==> src/design/e2r_pkg.sv <==
// Shared constants and the CORDIC arctangent table for the Euler-to-DCM block.
`timescale 1ns / 1ps
package e2r_pkg;

  localparam int ANGLE_W = 16;
  localparam int OUT_W   = 16;
  localparam int TURN_W  = 32;
  localparam int ATAN_N  = 24;

  // round(0.6072529350088813 * 2^30)
  localparam logic signed [TURN_W-1:0] CORDIC_GAIN_Q30 = 32'sd652032874;

  localparam logic [1:0] QUAD_0 = 2'd0;
  localparam logic [1:0] QUAD_1 = 2'd1;
  localparam logic [1:0] QUAD_2 = 2'd2;
  localparam logic [1:0] QUAD_3 = 2'd3;

  // atan(2^-i) in units of 2^-32 turn
  function automatic logic [TURN_W-1:0] atan_turn32(input logic [4:0] idx);
    logic [TURN_W-1:0] v;
    case (idx)
      5'd0:    v = 32'h2000_0000;
      5'd1:    v = 32'h12E4_051E;
      5'd2:    v = 32'h09FB_385B;
      5'd3:    v = 32'h0511_11D4;
      5'd4:    v = 32'h028B_0D43;
      5'd5:    v = 32'h0145_D7E1;
      5'd6:    v = 32'h00A2_F61E;
      5'd7:    v = 32'h0051_7C55;
      5'd8:    v = 32'h0028_BE53;
      5'd9:    v = 32'h0014_5F2F;
      5'd10:   v = 32'h000A_2F98;
      5'd11:   v = 32'h0005_17CC;
      5'd12:   v = 32'h0002_8BE6;
      5'd13:   v = 32'h0001_45F3;
      5'd14:   v = 32'h0000_A2FA;
      5'd15:   v = 32'h0000_517D;
      5'd16:   v = 32'h0000_28BE;
      5'd17:   v = 32'h0000_145F;
      5'd18:   v = 32'h0000_0A30;
      5'd19:   v = 32'h0000_0518;
      5'd20:   v = 32'h0000_028C;
      5'd21:   v = 32'h0000_0146;
      5'd22:   v = 32'h0000_00A3;
      5'd23:   v = 32'h0000_0051;
      default: v = '0;
    endcase
    return v;
  endfunction

endpackage

==> src/design/e2r_cordic_lane.sv <==
// One sine/cosine lane: quadrant fold, pipelined CORDIC, rounding and quadrant map.
`timescale 1ns / 1ps
module e2r_cordic_lane #(
  parameter int ANGLE_BITS   = 16,
  parameter int FRAC_BITS    = 15,
  parameter int CORDIC_STEPS = 16,
  localparam int SCW  = FRAC_BITS + 2,
  localparam int NSTG = CORDIC_STEPS + 2
) (
  input  logic                              clk_i,
  input  logic [e2r_pkg::ANGLE_W-1:0]       angle_i,
  input  logic [NSTG-1:0]                   en_i,
  output logic signed [SCW-1:0]             sin_o,
  output logic signed [SCW-1:0]             cos_o
);
  import e2r_pkg::*;

  localparam logic [TURN_W-1:0] KEEP =
    ~((TURN_W'(1) << (TURN_W - ANGLE_BITS)) - TURN_W'(1));
  localparam logic [TURN_W-1:0] EIGHTH = TURN_W'(1) << (TURN_W - 3);
  localparam int SH = 30 - FRAC_BITS;
  localparam logic signed [TURN_W:0] ONE_W = (TURN_W + 1)'(1) << FRAC_BITS;

  logic [TURN_W-1:0] a, a_bias, resid;
  logic [1:0]        quad;

  logic signed [TURN_W-1:0] x_q [CORDIC_STEPS+1];
  logic signed [TURN_W-1:0] y_q [CORDIC_STEPS+1];
  logic signed [TURN_W-1:0] z_q [CORDIC_STEPS+1];
  logic [1:0]               q_q [CORDIC_STEPS+1];

  logic signed [TURN_W:0]   xr, yr;
  logic signed [SCW-1:0]    s_c, c_c;
  logic signed [SCW-1:0]    sin_q, cos_q;

  // fold to within an eighth turn of the nearest axis
  assign a      = {angle_i, {(TURN_W - ANGLE_W){1'b0}}} & KEEP;
  assign a_bias = a + EIGHTH;
  assign quad   = a_bias[TURN_W-1 -: 2];
  assign resid  = a - {quad, {(TURN_W - 2){1'b0}}};

  always_ff @(posedge clk_i) begin
    if (en_i[0]) begin
      x_q[0] <= CORDIC_GAIN_Q30;
      y_q[0] <= '0;
      z_q[0] <= signed'(resid);
      q_q[0] <= quad;
    end
  end

  for (genvar g = 0; g < CORDIC_STEPS; g++) begin : g_step
    logic signed [TURN_W-1:0] dx, dy, at;
    assign dx = y_q[g] >>> g;
    assign dy = x_q[g] >>> g;
    assign at = signed'(atan_turn32(5'(g)));

    always_ff @(posedge clk_i) begin
      if (en_i[g+1]) begin
        if (!z_q[g][TURN_W-1]) begin
          x_q[g+1] <= x_q[g] - dx;
          y_q[g+1] <= y_q[g] + dy;
          z_q[g+1] <= z_q[g] - at;
        end else begin
          x_q[g+1] <= x_q[g] + dx;
          y_q[g+1] <= y_q[g] - dy;
          z_q[g+1] <= z_q[g] + at;
        end
        q_q[g+1] <= q_q[g];
      end
    end
  end

  // round Q2.30 down to FRAC_BITS fraction bits, add half then floor
  if (SH == 0) begin : g_nornd
    assign xr = (TURN_W + 1)'(x_q[CORDIC_STEPS]);
    assign yr = (TURN_W + 1)'(y_q[CORDIC_STEPS]);
  end else begin : g_rnd
    localparam logic signed [TURN_W:0] HALF = (TURN_W + 1)'(1) << (SH - 1);
    assign xr = ((TURN_W + 1)'(x_q[CORDIC_STEPS]) + HALF) >>> SH;
    assign yr = ((TURN_W + 1)'(y_q[CORDIC_STEPS]) + HALF) >>> SH;
  end

  assign s_c = (yr > ONE_W) ? SCW'(ONE_W) : (yr < -ONE_W) ? SCW'(-ONE_W) : SCW'(yr);
  assign c_c = (xr > ONE_W) ? SCW'(ONE_W) : (xr < -ONE_W) ? SCW'(-ONE_W) : SCW'(xr);

  always_ff @(posedge clk_i) begin
    if (en_i[NSTG-1]) begin
      unique case (q_q[CORDIC_STEPS])
        QUAD_0: begin
          sin_q <= s_c;
          cos_q <= c_c;
        end
        QUAD_1: begin
          sin_q <= c_c;
          cos_q <= -s_c;
        end
        QUAD_2: begin
          sin_q <= -s_c;
          cos_q <= -c_c;
        end
        default: begin
          sin_q <= -c_c;
          cos_q <= s_c;
        end
      endcase
    end
  end

  assign sin_o = sin_q;
  assign cos_o = cos_q;

endmodule

==> config.mk <==
export PLATFORM = sky130hd
export DESIGN_NAME = e2r_cordic_lane
export DESIGN_NICKNAME = d
export VERILOG_FILES = /design/src/design/e2r_pkg.sv /design/src/design/e2r_cordic_lane.sv
export SDC_FILE = /design/constraint.sdc
export NUM_CORES = 2
export LEC_CHECK = 0
export ABC_CLOCK_PERIOD_IN_PS = 5400
export BUFFER_PORTS_ARGS = -buffer_cell sky130_fd_sc_hd__buf_4
export CAP_MARGIN = 25
export CORE_MARGIN = 2
export CORE_UTILIZATION = 55
export DETAILED_ROUTE_END_ITERATION = 6
export PLACE_DENSITY = 0.81
export SYNTH_ARGS = -nofsm -noshare
export SYNTH_HDL_FRONTEND = slang
export SYNTH_SLANG_ARGS = --single-unit
==> constraint.sdc <==
create_clock -name clk_i -period 5.4 [get_ports clk_i]
set_input_delay 0.27 -clock clk_i [delete_from_list [all_inputs] [get_ports clk_i]]
set_output_delay 0.27 -clock clk_i [all_outputs]
set_load 0.005 [all_outputs]
Word level (Yosys, flattened, before mapping)

Memories as Yosys holds them, arrays and structs flattened.
Cells that the tools add are included.

Register bits: 34
Memories: 4
Logic and storage cells: 346
Input port bits: 35
Bits in writable memories: 1666

Memories:

| name | words | width | rd ports | clocked after Yosys merged registers in | wr ports | RTL line              | RTL |
|---|---|---|---|---|---|---|---|
| x_q  | 17    | 32    | 17       | 0                                       | 17       | e2r_cordic_lane.sv:27 | `logic signed [TURN_W-1:0] x_q [CORDIC_STEPS+1];` |
| y_q  | 17    | 32    | 17       | 0                                       | 17       | e2r_cordic_lane.sv:28 | `logic signed [TURN_W-1:0] y_q [CORDIC_STEPS+1];` |
| z_q  | 17    | 32    | 16       | 0                                       | 17       | e2r_cordic_lane.sv:29 | `logic signed [TURN_W-1:0] z_q [CORDIC_STEPS+1];` |
| q_q  | 17    | 2     | 17       | 0                                       | 17       | e2r_cordic_lane.sv:30 | `logic [1:0] q_q [CORDIC_STEPS+1];` |

Bitwise operators: 48
Mux-type cells: 184
Reductions and logical operators: 1
Eq/ne operators: 2
$add $sub $neg: 101
Order comparisons: 4

Operator list:

| operator                 | count |
|---|---|
| $mux W32                 | 48 |
| $mux W1                  | 130 |
| $pmux W17 S3             | 2 |
| $sub A32 B32 Y32         | 3 |
| $mux W17                 | 4 |
| $add A32 B16 Y33 const B | 2 |
| $add A32 B17 Y32         | 2 |
| $add A32 B18 Y32         | 2 |
| $add A32 B19 Y32         | 2 |
| $add A32 B20 Y32         | 2 |
| $add A32 B21 Y32         | 2 |
| $add A32 B22 Y32         | 2 |
| $add A32 B23 Y32         | 2 |
| $add A32 B24 Y32         | 2 |
| $add A32 B25 Y32         | 2 |
| $add A32 B26 Y32         | 2 |
| $add A32 B27 Y32         | 2 |
| $add A32 B28 Y32         | 2 |
| $add A32 B29 Y32         | 2 |
| $add A32 B30 Y32         | 2 |
| $add A32 B30 Y32 const B | 2 |
| $add A32 B31 Y32         | 2 |
| $sub A32 B17 Y32         | 2 |
| $sub A32 B18 Y32         | 2 |
| other kinds (52)         | 115 |

Longest topological paths before layout

An unclocked memory read counts as a cell.

Depth after elaboration: 7
Mapped depth: 21

Worst setup path before layout

OpenSTA, ideal clock, no wires.

Kind: reg-to-reg
Start: mem y_q[4][7]
End: mem x_q[5][31], data pin
Arrival time: 4830 ps
Buffers on the path: 0
Path slack: 313 ps
Cell stages (with the launch flop): 18
Path through: edfxtp_1 -> or4_1 -> nor4_1 -> nor3b_1 -> nand3b_1 -> or4_1 -> o31ai_1 -> xnor2_1 -> ha_1 -> o21a_1 -> a211o_1 -> or3_1 -> o2111ai_1 -> a21boi_0 -> o21a_1 -> o211a_1 -> a311o_1 -> xnor2_1

RTL lines:

| what            | RTL line |
|---|---|
| start, declared | e2r_cordic_lane.sv:28 |
| end, declared   | e2r_cordic_lane.sv:27 |

==> flow_summary_export.csv <==
group,metric,value,unit
floorplan,coreArea,212000,µm²
global_routing,grt_start_max_net_pins,76,
logic_synthesis,synth_top_area_share,35.8,%
floorplan,initial_core_util,55.3,%
place,dp_hpwl,222000,µm
worst_setup_path,required,5.98,ns
timing,worst_slew_margin_rel,33.2,%
route,vias,94224,
worst_setup_path,reg2regPathDepth,18,
worst_setup_path,critical_path_class,"flop to flop",
timing,drv_slew,0,
global_routing,grt_pass1_wl,460000,µm
floorplan,io_pins,69,
worst_setup_path,crit_end,"x_q[5][31]",
route,routed_wl,287000,µm
logic_synthesis,seq_area_frac_synth,35.8,%
logic_synthesis,mappedNetlistNets,13636,
floorplan,fp.dieW,466,µm
clocking,cts-root-buf,"clkbuf_16",
global_routing,grt_antenna_before_repair,3,
clocking,cts_tree,"built",
logic_synthesis,synth_area_leader_cell,"edfxtp_1",
timing,min_period,5.20,ns
clocking,cts.sinks,1399,
route,antenna_left,0,
logic_synthesis,postSynthAreaPerCell,9.58,µm²
cells_and_area,layout-drive-gt1-share,5.07,%
floorplan,die_h,466,µm
route,vias_per_cell,6.12,
route,initialDrtViolationCount,8340,
cells_and_area,area_delta_synth_final,8.56,%
global_routing,grt_pass1_vias,88613,
worst_setup_path,regToRegSetupSlack,0.20,ns
floorplan,rows,169,
worst_setup_path,cp-end-kind,"flop",
flow_run,cap_viol_max_count,0,
route,dr.pass1.iters,7,
clocking,clkTransAtPathRegs,0.06,ns
timing,clock_skew,0.103,ns
clocking,clk_latency,0.86,ns
worst_setup_path,rr_endpoint,"x_q[5][31]",
worst_setup_path,worstPathArrival,5.78,ns
clocking,cts_setup_buffers,0,
timing,fmax,0.192,GHz
clocking,cts_max_level,4,
logic_synthesis,yosysWarnings,0,
logic_synthesis,netlist_area,118000,µm²
clocking,clk_path_buf_depth,3,
place,io_buffers,68,
run_status,status,"complete, but fails checks",
timing,finalCritPeriodShare,96.3,%
place,gp_congestion,0.968,
logic_synthesis,synth_edf_count,1399,
timing,setup_viol,0,
clocking,cts_buffers,158,
global_routing,grt_overflow,0,
worst_setup_path,critical_path.max_fanout,3,
cells_and_area,design_area,128000,µm²
worst_setup_path,startpoint_type,"flop",
floorplan,die-area,217000,µm²
logic_synthesis,synth-async-reset-ratio,0,%
cells_and_area,final_nets,13820,
logic_synthesis,syn_inst,12266,
min_path,hold_class,"input pin to flop",
route,drc,1,
timing,tightest_slew,1.00,ns
logic_synthesis,synth_cell_type_count,93,
cells_and_area,fillers,17638,
route,wl_per_cell,18.6,µm
place,dpl_cell_area,122000,µm²
logic_synthesis,ys.flop_type,"edfxtp_1",
worst_setup_path,crit_start,"y_q[4][7]",
logic_synthesis,ys_top_cells_by_area,"edfxtp_1 (36%), ha_1 (14%), xnor2_1 (8.3%)",
worst_setup_path,r2r_start,"y_q[4][7]",
global_routing,grt_usage,25.6,%
run_status,violations,"design-rule violations",
logic_synthesis,synth-seq-cells,1399,
timing,finalHoldViolCount,0,
stage by stage:
step                      std cells  TNS (ns)  worst slack (ns)  utilization, %  hold slack (ns)
after floorplan               12266         0             0.313               -            0.369
after global placement        15079   -0.0584           -0.0584            57.4            0.401
after detailed placement      15080         0            0.0238            57.4            0.405
after CTS                     15393         0            0.0663            60.0           0.0112
after global routing          15393   -0.0263           -0.0205            60.1           0.0404
final                         15394         0             0.201            60.1           0.0525
critical path, stage by stage, from the launching register on:
cell,delay (ns)
edfxtp_1,0.40
or4_4,0.56
nor4_2,0.15
buf_4,0.16
nor3b_4,0.22
nand3b_1,0.18
or4_4,0.48
o31ai_4,0.20
xnor2_1,0.15
ha_1,0.28
o21a_1,0.19
a211o_1,0.29
or3_1,0.35
o2111ai_2,0.20
a21boi_0,0.14
o21a_1,0.22
o211a_1,0.24
a311o_1,0.37
xnor2_1,0.13
state kept, by name, indices dropped and copies added, names as in the netlist:
signal and count:
sin_o 17, cos_o 17, y_q 467, x_q 442, z_q 422, q_q 34
layout by cell type, fill, tap and decap left out, types with 228 or more instances in the layout:
cell	instances
nor3_1	364
xnor2_1	1108
xor2_1	545
a21oi_1	1151
a21o_1	428
nand2_1	692
nor2_1	1011
o21ai_0	692
o21a_1	228
ha_1	1295
inv_1	463
edfxtp_1	1399
nand3_1	247
timing repair:
| item | in CTS | in global routing |
|---|---|---|
| pin swaps | 0 | 1 |
| resized for setup | 1 | 24 |
| hold buffers | 31 | 0 |
| setup endpoints to repair | 1 | 17 |
| endpoints found under the hold margin | 306 | 0 |
layout make-up:
class / instances / area, µm² / share of cell area (%)
multi-input cells: 10177 / 73000 / 57.2
flip-flops and latches: 1399 / 42000 / 32.9
clock buffers: 184 / 4050 / 3.18
well taps: 2821 / 3530 / 2.77
repair buffers: 239 / 1890 / 1.49
inverters: 475 / 1780 / 1.40
clock inverters: 98 / 1260 / 0.991
diodes: 1 / 2.50 / 0.00196
cells in the mapped netlist (33+ instances only):
cell and count:
edfxtp_1 1399, ha_1 1295, a21oi_1 1151, xnor2_1 1108
nor2_1 1011, nand2_1 697, o21ai_0 695, xor2_1 545
inv_1 464, a21o_1 428, nor3_1 364, nand3_1 248
o21a_1 228, clkbuf_1 175, nand2b_1 172, nor2b_1 171
o21bai_1 171, o31ai_1 147, a211oi_1 145, or3_1 133
and3_1 125, a31oi_1 104, nor4_1 90, and2_1 84
o211ai_1 81, o41ai_1 65, mux2i_1 61, nand4_1 59
or4_1 56, a21boi_0 54, or2_2 50, mux2_2 47
fa_1 40, nand3b_1 35, a2111oi_0 33, a211o_1 33
cells by family after synthesis:
kind of cell,Yosys count,share of synthesized area (%)
compound gates,3689,20.1
mux,112,1.05
simple gates,3387,14.0
fa+ha+maj,1335,14.5
flops,1399,35.8
xor+xnor,1654,12.3
buf+inv,690,2.23
how the worst min path moves through the flow:
stage / start / end / cells past startpoint
2_1_floorplan: angle_i[0] / z_q[0][16] / 0
3_3_place_gp: z_q[0][18] / z_q[1][18] / 0
3_5_place_dp: z_q[0][26] / z_q[1][26] / 0
4_1_cts: en_i[7] / q_q[0][14] / 2
5_1_grt: en_i[7] / q_q[0][14] / 2
6_report: en_i[7] / q_q[0][14] / 2
layer usage:
layer	track usage, %	up-vias	share of wire (%)
met5	0	-	0.014
met4	9.85	6	4.0
met3	3.51	629	6.0
met2	44.5	2935	48
met1	32.2	44313	42
li1	-	46341	-
Power is left out: the tool's default activity adds up to more than one toggle a clock period on the data nets, which glitch-free logic cannot reach.
